**src/hdl/imu_angle_frame_parser_defines.svh**
```systemverilog
// Assertion macros used by the angle frame parser queue module.
`ifndef IMU_ANGLE_FRAME_PARSER_DEFINES_SVH
`define IMU_ANGLE_FRAME_PARSER_DEFINES_SVH

// Same-cycle implication, clocked on clk, disabled while arst_n is low.
`define IAFP_ASSERT_IMP(lbl, ante, cons, msg) \
	lbl: assert property (@(posedge clk) disable iff (!arst_n) (ante) |-> (cons)) \
		else $error(msg);

// Next-cycle implication, clocked on clk, disabled while arst_n is low.
`define IAFP_ASSERT_NXT(lbl, ante, cons, msg) \
	lbl: assert property (@(posedge clk) disable iff (!arst_n) (ante) |=> (cons)) \
		else $error(msg);

`endif

```
**src/hdl/iafp_pkg.sv**
```systemverilog
// Types, constants and the angle scaling function of the angle frame parser.
`default_nettype none
package iafp_pkg;

	localparam int FRAME_LENGTH = 11;
	localparam int CNT_W = 4;
	localparam int ANGLE_W = 24;
	localparam int RAW_W = 16;
	localparam int QUEUE_DEPTH = 2;
	localparam int QPTR_W = (QUEUE_DEPTH > 1) ? $clog2(QUEUE_DEPTH) : 1;
	localparam int QCNT_W = $clog2(QUEUE_DEPTH + 1);

	localparam logic [7:0] HEADER_RESET = 8'h55;
	localparam logic [7:0] TYPE_RESET = 8'h53;

	// Register index, taken from paddr[2]
	localparam logic REG_HEADER = 1'b0;
	localparam logic REG_TYPE = 1'b1;

	typedef struct packed {
		logic [RAW_W-1:0] roll_raw;
		logic [RAW_W-1:0] pitch_raw;
		logic [RAW_W-1:0] yaw_raw;
	} raw_frame_t;

	typedef struct packed {
		logic full;
		logic empty;
	} q_status_t;

	// raw * 180, exact in units of 1/32768 degree
	function automatic logic signed [ANGLE_W-1:0] scale_angle(input logic signed [RAW_W-1:0] raw);
		logic signed [ANGLE_W:0] prod;
		prod = (ANGLE_W+1)'(raw) * (ANGLE_W+1)'(180);
		return prod[ANGLE_W-1:0];
	endfunction

endpackage
`default_nettype wire

```
**src/hdl/iafp_front.sv**
```systemverilog
// Front end: byte parser that hunts for header and type and gathers angle bytes.
`default_nettype none
module iafp_front (
	input  wire                 clk,
	input  wire                 arst_n,
	input  wire                 in_valid,
	output logic                in_stall,
	input  wire  [7:0]          rx_byte,
	input  wire  [7:0]          header_byte,
	input  wire  [7:0]          type_byte,
	input  iafp_pkg::q_status_t q_status,
	output logic                push,
	output iafp_pkg::raw_frame_t push_frame
);
	import iafp_pkg::*;

	typedef enum logic [1:0] {
		PH_HUNT = 2'd0,
		PH_TYPE = 2'd1,
		PH_DATA = 2'd2
	} phase_t;

	phase_t           phase_q;
	logic [CNT_W-1:0] count_q;
	logic [7:0]       angle_q [6];
	logic [7:0]       angle_next [6];
	logic             accept;
	logic [CNT_W:0]   cnt_next;
	logic [2:0]       store_idx;
	logic             store_en;
	logic             frame_done;

	assign in_stall = q_status.full;
	assign accept = in_valid && !in_stall;
	assign cnt_next = {1'b0, count_q} + (CNT_W+1)'(1);
	assign store_idx = 3'(count_q - CNT_W'(2));
	assign store_en = accept && (phase_q == PH_DATA)
		&& (count_q >= CNT_W'(2)) && (count_q <= CNT_W'(7));
	assign frame_done = accept && (phase_q == PH_DATA)
		&& (cnt_next >= (CNT_W+1)'(FRAME_LENGTH));

	always_comb begin
		angle_next = angle_q;
		if (store_en) begin
			angle_next[store_idx] = rx_byte;
		end
	end

	assign push = frame_done;
	assign push_frame.roll_raw = {angle_next[1], angle_next[0]};
	assign push_frame.pitch_raw = {angle_next[3], angle_next[2]};
	assign push_frame.yaw_raw = {angle_next[5], angle_next[4]};

	always_ff @(posedge clk) begin
		angle_q <= angle_next;
	end

	always_ff @(posedge clk or negedge arst_n) begin
		if (!arst_n) begin
			phase_q <= PH_HUNT;
			count_q <= '0;
		end else if (accept) begin
			case (phase_q)
				PH_HUNT: begin
					if (rx_byte == header_byte) begin
						phase_q <= PH_TYPE;
						count_q <= CNT_W'(1);
					end
				end
				PH_TYPE: begin
					if (rx_byte == type_byte) begin
						phase_q <= PH_DATA;
						count_q <= CNT_W'(2);
					end else begin
						phase_q <= PH_HUNT;
						count_q <= '0;
					end
				end
				PH_DATA: begin
					if (frame_done) begin
						phase_q <= PH_HUNT;
						count_q <= '0;
					end else begin
						count_q <= cnt_next[CNT_W-1:0];
					end
				end
				default: begin
					phase_q <= PH_HUNT;
					count_q <= '0;
				end
			endcase
		end
	end

endmodule
`default_nettype wire

```
**src/hdl/iafp_queue.sv**
```systemverilog
// Short frame queue between the parser and the scaling stage.
`default_nettype none
`include "imu_angle_frame_parser_defines.svh"
module iafp_queue (
	input  wire                  clk,
	input  wire                  arst_n,
	input  wire                  push,
	input  iafp_pkg::raw_frame_t push_frame,
	input  wire                  pop,
	output iafp_pkg::raw_frame_t pop_frame,
	output iafp_pkg::q_status_t  q_status
);
	import iafp_pkg::*;

	raw_frame_t        mem_q [QUEUE_DEPTH];
	logic [QPTR_W-1:0] wr_ptr_q;
	logic [QPTR_W-1:0] rd_ptr_q;
	logic [QCNT_W-1:0] count_q;

	assign q_status.full = (count_q == QCNT_W'(QUEUE_DEPTH));
	assign q_status.empty = (count_q == '0);
	assign pop_frame = mem_q[rd_ptr_q];

	always_ff @(posedge clk) begin
		if (push) begin
			mem_q[wr_ptr_q] <= push_frame;
		end
	end

	always_ff @(posedge clk or negedge arst_n) begin
		if (!arst_n) begin
			wr_ptr_q <= '0;
			rd_ptr_q <= '0;
			count_q <= '0;
		end else begin
			if (push) begin
				wr_ptr_q <= (wr_ptr_q == QPTR_W'(QUEUE_DEPTH - 1)) ? '0 : wr_ptr_q + QPTR_W'(1);
			end
			if (pop) begin
				rd_ptr_q <= (rd_ptr_q == QPTR_W'(QUEUE_DEPTH - 1)) ? '0 : rd_ptr_q + QPTR_W'(1);
			end
			if (push && !pop) begin
				count_q <= count_q + QCNT_W'(1);
			end else if (pop && !push) begin
				count_q <= count_q - QCNT_W'(1);
			end
		end
	end

	`IAFP_ASSERT_IMP(a_no_push_full, push, !q_status.full, "frame pushed into full queue")
	`IAFP_ASSERT_IMP(a_no_pop_empty, pop, !q_status.empty, "frame popped from empty queue")
	`IAFP_ASSERT_NXT(a_push_not_empty, push, !q_status.empty, "queue empty after push")

endmodule
`default_nettype wire

```
**src/hdl/iafp_scale.sv**
```systemverilog
// Back end: scales the raw angles by 180 into the output register.
`default_nettype none
module iafp_scale (
	input  wire                        clk,
	input  wire                        arst_n,
	input  iafp_pkg::q_status_t        q_status,
	input  iafp_pkg::raw_frame_t       pop_frame,
	output logic                       pop,
	output logic                       out_valid,
	input  wire                        out_stall,
	output logic signed [iafp_pkg::ANGLE_W-1:0] roll_angle,
	output logic signed [iafp_pkg::ANGLE_W-1:0] pitch_angle,
	output logic signed [iafp_pkg::ANGLE_W-1:0] yaw_angle
);
	import iafp_pkg::*;

	logic                      valid_q;
	logic signed [ANGLE_W-1:0] roll_q;
	logic signed [ANGLE_W-1:0] pitch_q;
	logic signed [ANGLE_W-1:0] yaw_q;

	assign pop = !q_status.empty && (!valid_q || !out_stall);
	assign out_valid = valid_q;
	assign roll_angle = roll_q;
	assign pitch_angle = pitch_q;
	assign yaw_angle = yaw_q;

	always_ff @(posedge clk) begin
		if (pop) begin
			roll_q <= scale_angle(pop_frame.roll_raw);
			pitch_q <= scale_angle(pop_frame.pitch_raw);
			yaw_q <= scale_angle(pop_frame.yaw_raw);
		end
	end

	always_ff @(posedge clk or negedge arst_n) begin
		if (!arst_n) begin
			valid_q <= 1'b0;
		end else if (pop) begin
			valid_q <= 1'b1;
		end else if (!out_stall) begin
			valid_q <= 1'b0;
		end
	end

endmodule
`default_nettype wire

```
**src/hdl/imu_angle_frame_parser.sv**
```systemverilog
// Top level of the inertial sensor angle frame parser.
//
//   channel | direction | handshake               | payload
//   --------+-----------+-------------------------+-------------------------------------
//   in      | input     | in_valid / in_stall     | rx_byte
//   out     | output    | out_valid / out_stall   | roll_angle, pitch_angle, yaw_angle
//   cfg     | input     | psel/penable/pwrite     | paddr, pwdata (read via prdata)
//
// One byte transfer per cycle while in_stall is low; the parser state updates in the same cycle.
// A frame result is written into a two-entry frame queue with its last byte, then into the output
// register, once that is free, through one 16x9 multiply per angle.
// in_stall rises only while the frame queue is full (output held by out_stall).
// arst_n clears parse phase, byte count, queue pointers and output valid;
// header and type registers return to 0x55 and 0x53.
`default_nettype none
module imu_angle_frame_parser (
	input  wire         clk,
	input  wire         arst_n,
	// byte input
	input  wire         in_valid,
	output logic        in_stall,
	input  wire  [7:0]  rx_byte,
	// angle output
	output logic        out_valid,
	input  wire         out_stall,
	output logic signed [iafp_pkg::ANGLE_W-1:0] roll_angle,
	output logic signed [iafp_pkg::ANGLE_W-1:0] pitch_angle,
	output logic signed [iafp_pkg::ANGLE_W-1:0] yaw_angle,
	// configuration
	input  wire         psel,
	input  wire         penable,
	input  wire         pwrite,
	input  wire  [2:0]  paddr,
	input  wire  [31:0] pwdata,
	output logic [31:0] prdata,
	output logic        pready
);
	import iafp_pkg::*;

	logic [7:0] header_q;
	logic [7:0] type_q;
	logic       cfg_write;
	logic       reg_sel;

	q_status_t  q_status;
	logic       push;
	raw_frame_t push_frame;
	logic       pop;
	raw_frame_t pop_frame;

	// Register file: zero wait states, index decoded from paddr[2]
	assign pready = 1'b1;
	assign reg_sel = paddr[2];
	assign cfg_write = psel && penable && pwrite && pready;

	always_ff @(posedge clk or negedge arst_n) begin
		if (!arst_n) begin
			header_q <= HEADER_RESET;
			type_q <= TYPE_RESET;
		end else if (cfg_write) begin
			case (reg_sel)
				REG_HEADER: header_q <= pwdata[7:0];
				REG_TYPE: type_q <= pwdata[7:0];
				default: header_q <= header_q;
			endcase
		end
	end

	always_comb begin
		case (reg_sel)
			REG_HEADER: prdata = {24'd0, header_q};
			REG_TYPE: prdata = {24'd0, type_q};
			default: prdata = '0;
		endcase
	end

	// Front: parse bytes, push completed frames
	iafp_front u_front (
		.clk        (clk),
		.arst_n     (arst_n),
		.in_valid   (in_valid),
		.in_stall   (in_stall),
		.rx_byte    (rx_byte),
		.header_byte(header_q),
		.type_byte  (type_q),
		.q_status   (q_status),
		.push       (push),
		.push_frame (push_frame)
	);

	// Decouple parser from output backpressure
	iafp_queue u_queue (
		.clk       (clk),
		.arst_n    (arst_n),
		.push      (push),
		.push_frame(push_frame),
		.pop       (pop),
		.pop_frame (pop_frame),
		.q_status  (q_status)
	);

	// Back: scale and hold the result until the transfer completes
	iafp_scale u_scale (
		.clk        (clk),
		.arst_n     (arst_n),
		.q_status   (q_status),
		.pop_frame  (pop_frame),
		.pop        (pop),
		.out_valid  (out_valid),
		.out_stall  (out_stall),
		.roll_angle (roll_angle),
		.pitch_angle(pitch_angle),
		.yaw_angle  (yaw_angle)
	);

endmodule
`default_nettype wire
```
**config.mk**
```make
export PLATFORM = sky130hd
export DESIGN_NAME = imu_angle_frame_parser
export DESIGN_NICKNAME = d
export VERILOG_FILES = /design/src/hdl/iafp_pkg.sv /design/src/hdl/iafp_front.sv /design/src/hdl/iafp_queue.sv /design/src/hdl/iafp_scale.sv /design/src/hdl/imu_angle_frame_parser.sv
export VERILOG_INCLUDE_DIRS = /design/src /design/src/hdl
export SDC_FILE = /design/constraint.sdc
export NUM_CORES = 1
export LEC_CHECK = 0
export ABC_AREA = 1
export ABC_CLOCK_PERIOD_IN_PS = 5250
export BUFFER_PORTS_ARGS = -buffer_cell sky130_fd_sc_hd__buf_2
export CELL_PAD_IN_SITES_DETAIL_PLACEMENT = 1
export CELL_PAD_IN_SITES_GLOBAL_PLACEMENT = 2
export CORE_MARGIN = 10
export CORE_UTILIZATION = 38
export CTS_CLUSTER_DIAMETER = 50
export CTS_CLUSTER_SIZE = 12
export DETAILED_ROUTE_END_ITERATION = 8
export PLACE_DENSITY = 0.86
export SYNTH_ARGS = -nofsm -noshare
export SYNTH_HDL_FRONTEND = slang
export SYNTH_SLANG_ARGS = --single-unit
```
**constraint.sdc**
```tcl
create_clock -name clk -period 5.25 [get_ports clk]
set_clock_uncertainty 0.2 [all_clocks]
set_input_delay 0.525 -clock clk [delete_from_list [all_inputs] [get_ports clk]]
set_output_delay 0.525 -clock clk [all_outputs]
set_load 0.1 [all_outputs]
```
==> impl_metrics.py, run 1 <==
metrics = {
    "worst_setup_path": {
        "cp.required_ps": 5360,
        "startpoint_type": "flop",
        "cp-end-kind": "flop",
        "arrival_ps": 4970,
        "path_class": "reg -> reg",
        "cp_max_fo": 9,
    },
    "worst_hold_path": {
        "worst_hold_path_type": "in -> reg",
    },
    "timing": {
        "setup_viol": 0,
        "rsz0062_at_grt": "no",
        "slew_headroom_pct": 32.1,
        "final.min_clock_period_ps": 4860,
        "worstMarginPinSlew_ps": 1020,
        "setup_tns_ps": 0,
        "post-route-period-util_pct": 92.7,
        "drv_slew": 0,
        "finalHoldViolCount": 0,
        "clock.fmax_mhz": 206,
        "fin_ws_ps": 386,
    },
    "layout": {
        "final_nets": 2025,
        "design_area_sq_mm": 0.0175,
        "n_antenna_cell": 0,
        "fillerInstances": 4613,
        "syn_to_final_growth_pct": 12.9,
        "drive_above_1_share_pct": 12.2,
    },
    "global_route": {
        "grt_start_max_net_pins": 41,
        "grt_pass1_wl_mm": 59.2,
        "grt_remaining_overflow": 0,
        "grt_pass1_vias": 12000,
        "antenna_found_initial": 0,
        "track_usage_pct": 14.3,
    },
    "run_status": {
        "status": "finished clean",
    },
    "synthesis": {
        "yosys_warnings": 0,
        "synth_area_sq_mm": 0.0155,
        "async_flop_share_pct": 11.4,
        "synth_cells": 1604,
        "synth.distinct_cells": 41,
        "synth.top_cell.area_share_pct": 31.4,
        "synth-edff-count": 162,
        "synth_ff_type": "edfxtp_1",
        "avgSynthCellArea_sq_um": 9.65,
        "yosys-top-cells-count": "nand2_1, inv_1, ha_1",
        "synth-seq-cells": 237,
        "synth_top_area_cell": "edfxtp_1",
        "yosysMostFrequentCell": "nand2_1",
        "ys_seq_area_share_pct": 42.1,
        "yosys-top-cells-area": "edfxtp_1, ha_1, fa_1",
    },
    "floorplan": {
        "die_area_sq_mm": 0.0492,
        "initial_utilization_pct": 38.7,
        "rows": 73,
        "io_pins": 157,
        "fp.dieW_um": 222,
        "core-area_sq_mm": 0.0400,
        "die_h_um": 222,
    },
    "clock_network": {
        "cts.path.max_buffers": 3,
        "cts_max_level": 1,
        "clk_latency_ps": 560,
        "cts_made_buffers": 29,
        "numClockSinks": 237,
        "root_buffer": "clkbuf_16",
        "post_cts_buffers": 0,
        "path_clk_slew_ps": 60,
        "tritoncts": "done",
    },
    "route": {
        "viasPerCell": 4.75,
        "vias": 10800,
        "first_pass_iters": 4,
        "drt_wl_total_mm": 35.2,
        "detail-route-antenna-nets": 0,
        "first_iter_violations": 372,
        "drc_errors": 0,
        "post_drt_wl_per_cell_um": 15.5,
    },
    "place": {
        "dp_hpwl_mm": 27.8,
        "numPortBuffers": 99,
        "pre_cts_ws_ps": 216,
        "dpl_cell_area_sq_mm": 0.0165,
        "gp_congestion": 0.797,
    },
    "job": {
        "drv_cap": 0,
    },
}
-- worst max-delay path: stages, from the launching register on --
cell	delay (ps)
dfrtp_2	400
inv_2	100
buf_4	190
or2_2	270
o21ai_0	220
inv_1	210
ha_1	350
ha_1	320
fa_1	540
inv_1	60
fa_1	490
inv_1	40
ha_1	370
nand2_1	140
nor4_2	340
nand3_1	150
nand4_1	120
nand2_1	80
-- repair_timing --
| item | 4_1_cts | 5_1_grt |
|---|---|---|
| endpoints found under the setup margin | 0 | 9 |
| gates resized for setup | 0 | 7 |
| hold endpoints to repair | 24 | 0 |
| hold buffers | 5 | 0 |
-- flip-flops by register name, indices dropped and copies added, names as in the netlist --
| signal | count |
|---|---|
| header_q | 8 |
| type_q | 8 |
| u_front.angle_q | 48 |
| u_front.count_q | 4 |
| u_front.phase_q | 2 |
| u_queue.count_q | 2 |
| u_queue.mem_q | 96 |
| u_queue.rd_ptr_q | 1 |
| u_queue.wr_ptr_q | 1 |
| u_scale.out_valid | 1 |
| u_scale.pitch_angle | 22 |
| u_scale.roll_angle | 22 |
| u_scale.yaw_angle | 22 |
-- final timing paths --
kind                               startpoint                 endpoint  slack, ps  cells after the start
setup / recovery             u_queue.rd_ptr_q  u_scale.pitch_angle[22]        390                     17
min in group asynchronous              arst_n                type_q[2]        320                      2
hold / removal                      pwdata[2]              header_q[2]         30                      3
setup reg to reg             u_queue.rd_ptr_q  u_scale.pitch_angle[22]        390                     17
hold reg to reg            u_front.angle_q[0]       u_front.angle_q[0]        260                      2
max in group asynchronous              arst_n         u_queue.rd_ptr_q       4060                      2
-- routing by layer --
metal	wire, um	up-vias	global-route usage [%]
li1	-	5396	-
met4	527	0	3.21
met1	15200	5263	16.7
met2	18300	110	26.6
met3	1210	32	2.33
met5	0	-	0
-- cell families after synthesis --
group,Yosys count,share of synthesized area (%)
AND/OR/NAND/NOR,544,14.8
buffers and inverters,309,8.66
adder cells (fa/ha/maj),246,23.8
other,2,0.0485
flip-flops,237,42.1
AO/OA/AOI/OAI,202,6.95
XOR/XNOR,64,3.62
-- cell usage in the layout, fill, tap and decap left out, types with 6 or more instances in the layout --
cell,instances
nand2_1,356
o21ai_1,11
dfstp_2,8
buf_2,99
clkinv_2,7
or2_2,20
dfxtp_1,48
nor2_1,69
clkbuf_1,6
o21ai_0,112
buf_4,12
o21ai_2,9
a21oi_1,54
nand3_1,61
inv_1,254
nand4_1,6
xor2_1,42
clkbuf_16,30
fa_1,81
a21o_1,10
edfxtp_1,162
xnor2_1,22
ha_1,165
conb_1,31
dfrtp_1,18
-- layout make-up --
| cell class | instances | area [sq um] | share of cell area [%] |
|---|---|---|---|
| clock inverter | 13 | 92.6 | 0.530 |
| sequential | 237 | 6510 | 37.3 |
| multi-input combinational | 1087 | 7770 | 44.5 |
| inverter | 256 | 961 | 5.50 |
| tap | 525 | 657 | 3.76 |
| clock buffer | 38 | 801 | 4.58 |
| timing repair buffer | 118 | 676 | 3.87 |
-- stage by stage --
stage / hold WS (ps) / utilization [%] / cells
final: 32.9 / 43.7 / 2274
after global routing: 18.9 / 43.7 / 2274
after CTS: 3.37 / 43.6 / 2274
after detailed placement: 250 / 41.3 / 2218
after global placement: 237 / 41.3 / 2218
after floorplan: 29.4 / - / 1633
Power of run 1 is left out: the tool's default activity adds up to more than one toggle a clock period on the data nets, which glitch-free logic cannot reach.
==> inputs of run 2 (changes only) <==
CORE_MARGIN = 4   (was 10)
==> impl_metrics.py, run 2 (synthesis gave the netlist of run 1 again) <==
metrics = {
    "timing": {
        "post-route-period-util_pct": 94.6,
        "drv_slew": 0,
        "finalHoldViolCount": 0,
        "slew_headroom_pct": 30.4,
        "worstMarginPinSlew_ps": 1040,
        "clock.fmax_mhz": 201,
        "final.min_clock_period_ps": 4970,
        "setup_viol": 0,
        "setup_tns_ps": 0,
        "rsz0062_at_grt": "no",
    },
    "route": {
        "drc_errors": 0,
        "first_iter_violations": 302,
        "viasPerCell": 4.74,
        "vias": 10800,
        "first_pass_iters": 5,
        "detail-route-antenna-nets": 0,
        "post_drt_wl_per_cell_um": 15.2,
        "drt_wl_total_mm": 34.6,
    },
    "layout": {
        "largestRegisters": "u_queue.mem_q (96), u_front.angle_q (48)",
        "regMostFlops": "u_queue.mem_q",
        "mostFrequentLayoutCell": "nand2_1",
        "final_cell_mix": "nand2_1, inv_1, ha_1",
        "largest_reg_flops": 96,
        "syn_to_final_growth_pct": 14.4,
        "drive_above_1_share_pct": 12.5,
        "final_nets": 2025,
        "n_antenna_cell": 0,
    },
    "place": {
        "gp_congestion": 0.809,
        "numPortBuffers": 99,
        "dp_hpwl_mm": 26.7,
    },
    "worst_hold_path": {
        "worst_hold_path_type": "in -> reg",
        "min_path_cells": 3,
        "min_from": "pwdata[1]",
        "min_to": "type_q[1]",
    },
    "floorplan": {
        "die_area_sq_mm": 0.0440,
        "die_h_um": 210,
        "core-area_sq_mm": 0.0400,
        "io_pins": 157,
        "initial_utilization_pct": 38.7,
        "rows": 73,
        "fp.dieW_um": 210,
    },
    "worst_setup_path": {
        "r2r_cells": 17,
        "cp-end-kind": "flop",
        "arrival_ps": 5040,
        "r2r-start": "u_queue.rd_ptr_q",
        "cp.required_ps": 5320,
        "reg2reg_to": "u_scale.pitch_angle[22]",
        "startpoint_type": "flop",
        "path_class": "reg -> reg",
        "r2r_setup_slack_ps": 280,
        "cp_max_fo": 17,
    },
    "global_route": {
        "track_usage_pct": 16.3,
        "grt_pass1_vias": 12000,
        "grt_start_max_net_pins": 46,
        "grt_pass1_wl_mm": 59.4,
        "antenna_found_initial": 0,
        "grt_remaining_overflow": 0,
    },
    "clock_network": {
        "clk_latency_ps": 540,
        "root_buffer": "clkbuf_16",
        "path_clk_slew_ps": 60,
        "tritoncts": "done",
        "post_cts_buffers": 0,
        "cts_made_buffers": 34,
        "cts.path.max_buffers": 3,
        "cts_max_level": 2,
        "numClockSinks": 237,
    },
    "run_status": {
        "status": "finished clean",
    },
    "job": {
        "drv_cap": 0,
    },
}
-- run 2: cell types whose count changed in the layout (fill, tap and decap cells not counted), sizes merged --
cell	delta
dlygate4sd3	-4
inv	+4
clkinvlp	+3
buf	-1
clkbuf	+7
clkinv	-5
bufinv	+2
-- run 2: cell type report --
cell class	count	area (sq um)
multi-input cells	1087	7760
clock buffers	45	998
repair buffers	113	641
well taps	525	657
clock inverters	17	180
fillers	4608	22300
inverters	256	961
flip-flops and latches	237	6510
-- run 2: worst max-delay path by stage --
| stage | start | end | cells past startpoint |
|---|---|---|---|
| 2_1_floorplan | u_queue.rd_ptr_q | u_scale.yaw_angle[23] | 24 |
| 3_3_place_gp | u_queue.rd_ptr_q | u_scale.pitch_angle[22] | 19 |
| 3_5_place_dp | u_queue.rd_ptr_q | u_scale.pitch_angle[22] | 19 |
| 4_1_cts | u_queue.rd_ptr_q | u_scale.pitch_angle[22] | 19 |
| 5_1_grt | u_queue.rd_ptr_q | u_scale.roll_angle[23] | 22 |
| 6_report | u_queue.rd_ptr_q | u_scale.pitch_angle[22] | 17 |
-- run 2: worst max-delay path, stage by stage (launching register included) --
cell and delay (ps):
dfrtp_2 430, inv_2 70, buf_4 200, or2_2 280
o21ai_0 210, inv_1 180, ha_1 350, ha_1 320
fa_1 530, inv_1 50, fa_1 500, inv_1 40
ha_1 370, nand2_1 160, nor4_1 430, nand3_1 180
nand4_1 120, nand2_1 70
-- run 2: stage by stage --
stage	cells	util (%)	setup WS [ps]	hold slack, ps	instance area (sq um)
after floorplan	1633	-	641	29.4	15600
after global placement	2217	41.3	326	238	16500
after detailed placement	2217	41.3	187	254	16500
after CTS	2280	44.2	169	8.23	17700
after global routing	2280	44.3	37.0	40.5	17700
final	2280	44.3	285	44.5	17700
-- run 2: timing repair --
item	4_1_cts	5_1_grt
hold buffers	1	0
endpoints found under the hold margin	19	0
resized for setup	0	4
setup endpoints to repair	0	4
-- run 2: routing by layer --
metal  GRT usage (%)  vias up  routed length, um
met2            29.6      130              17700
met4            4.59        0                744
met5               0        -                  0
li1                -     5407                  -
met1            20.2     5229              15100
met3            2.32       45               1030
Power of run 2 is left out for the same reason.
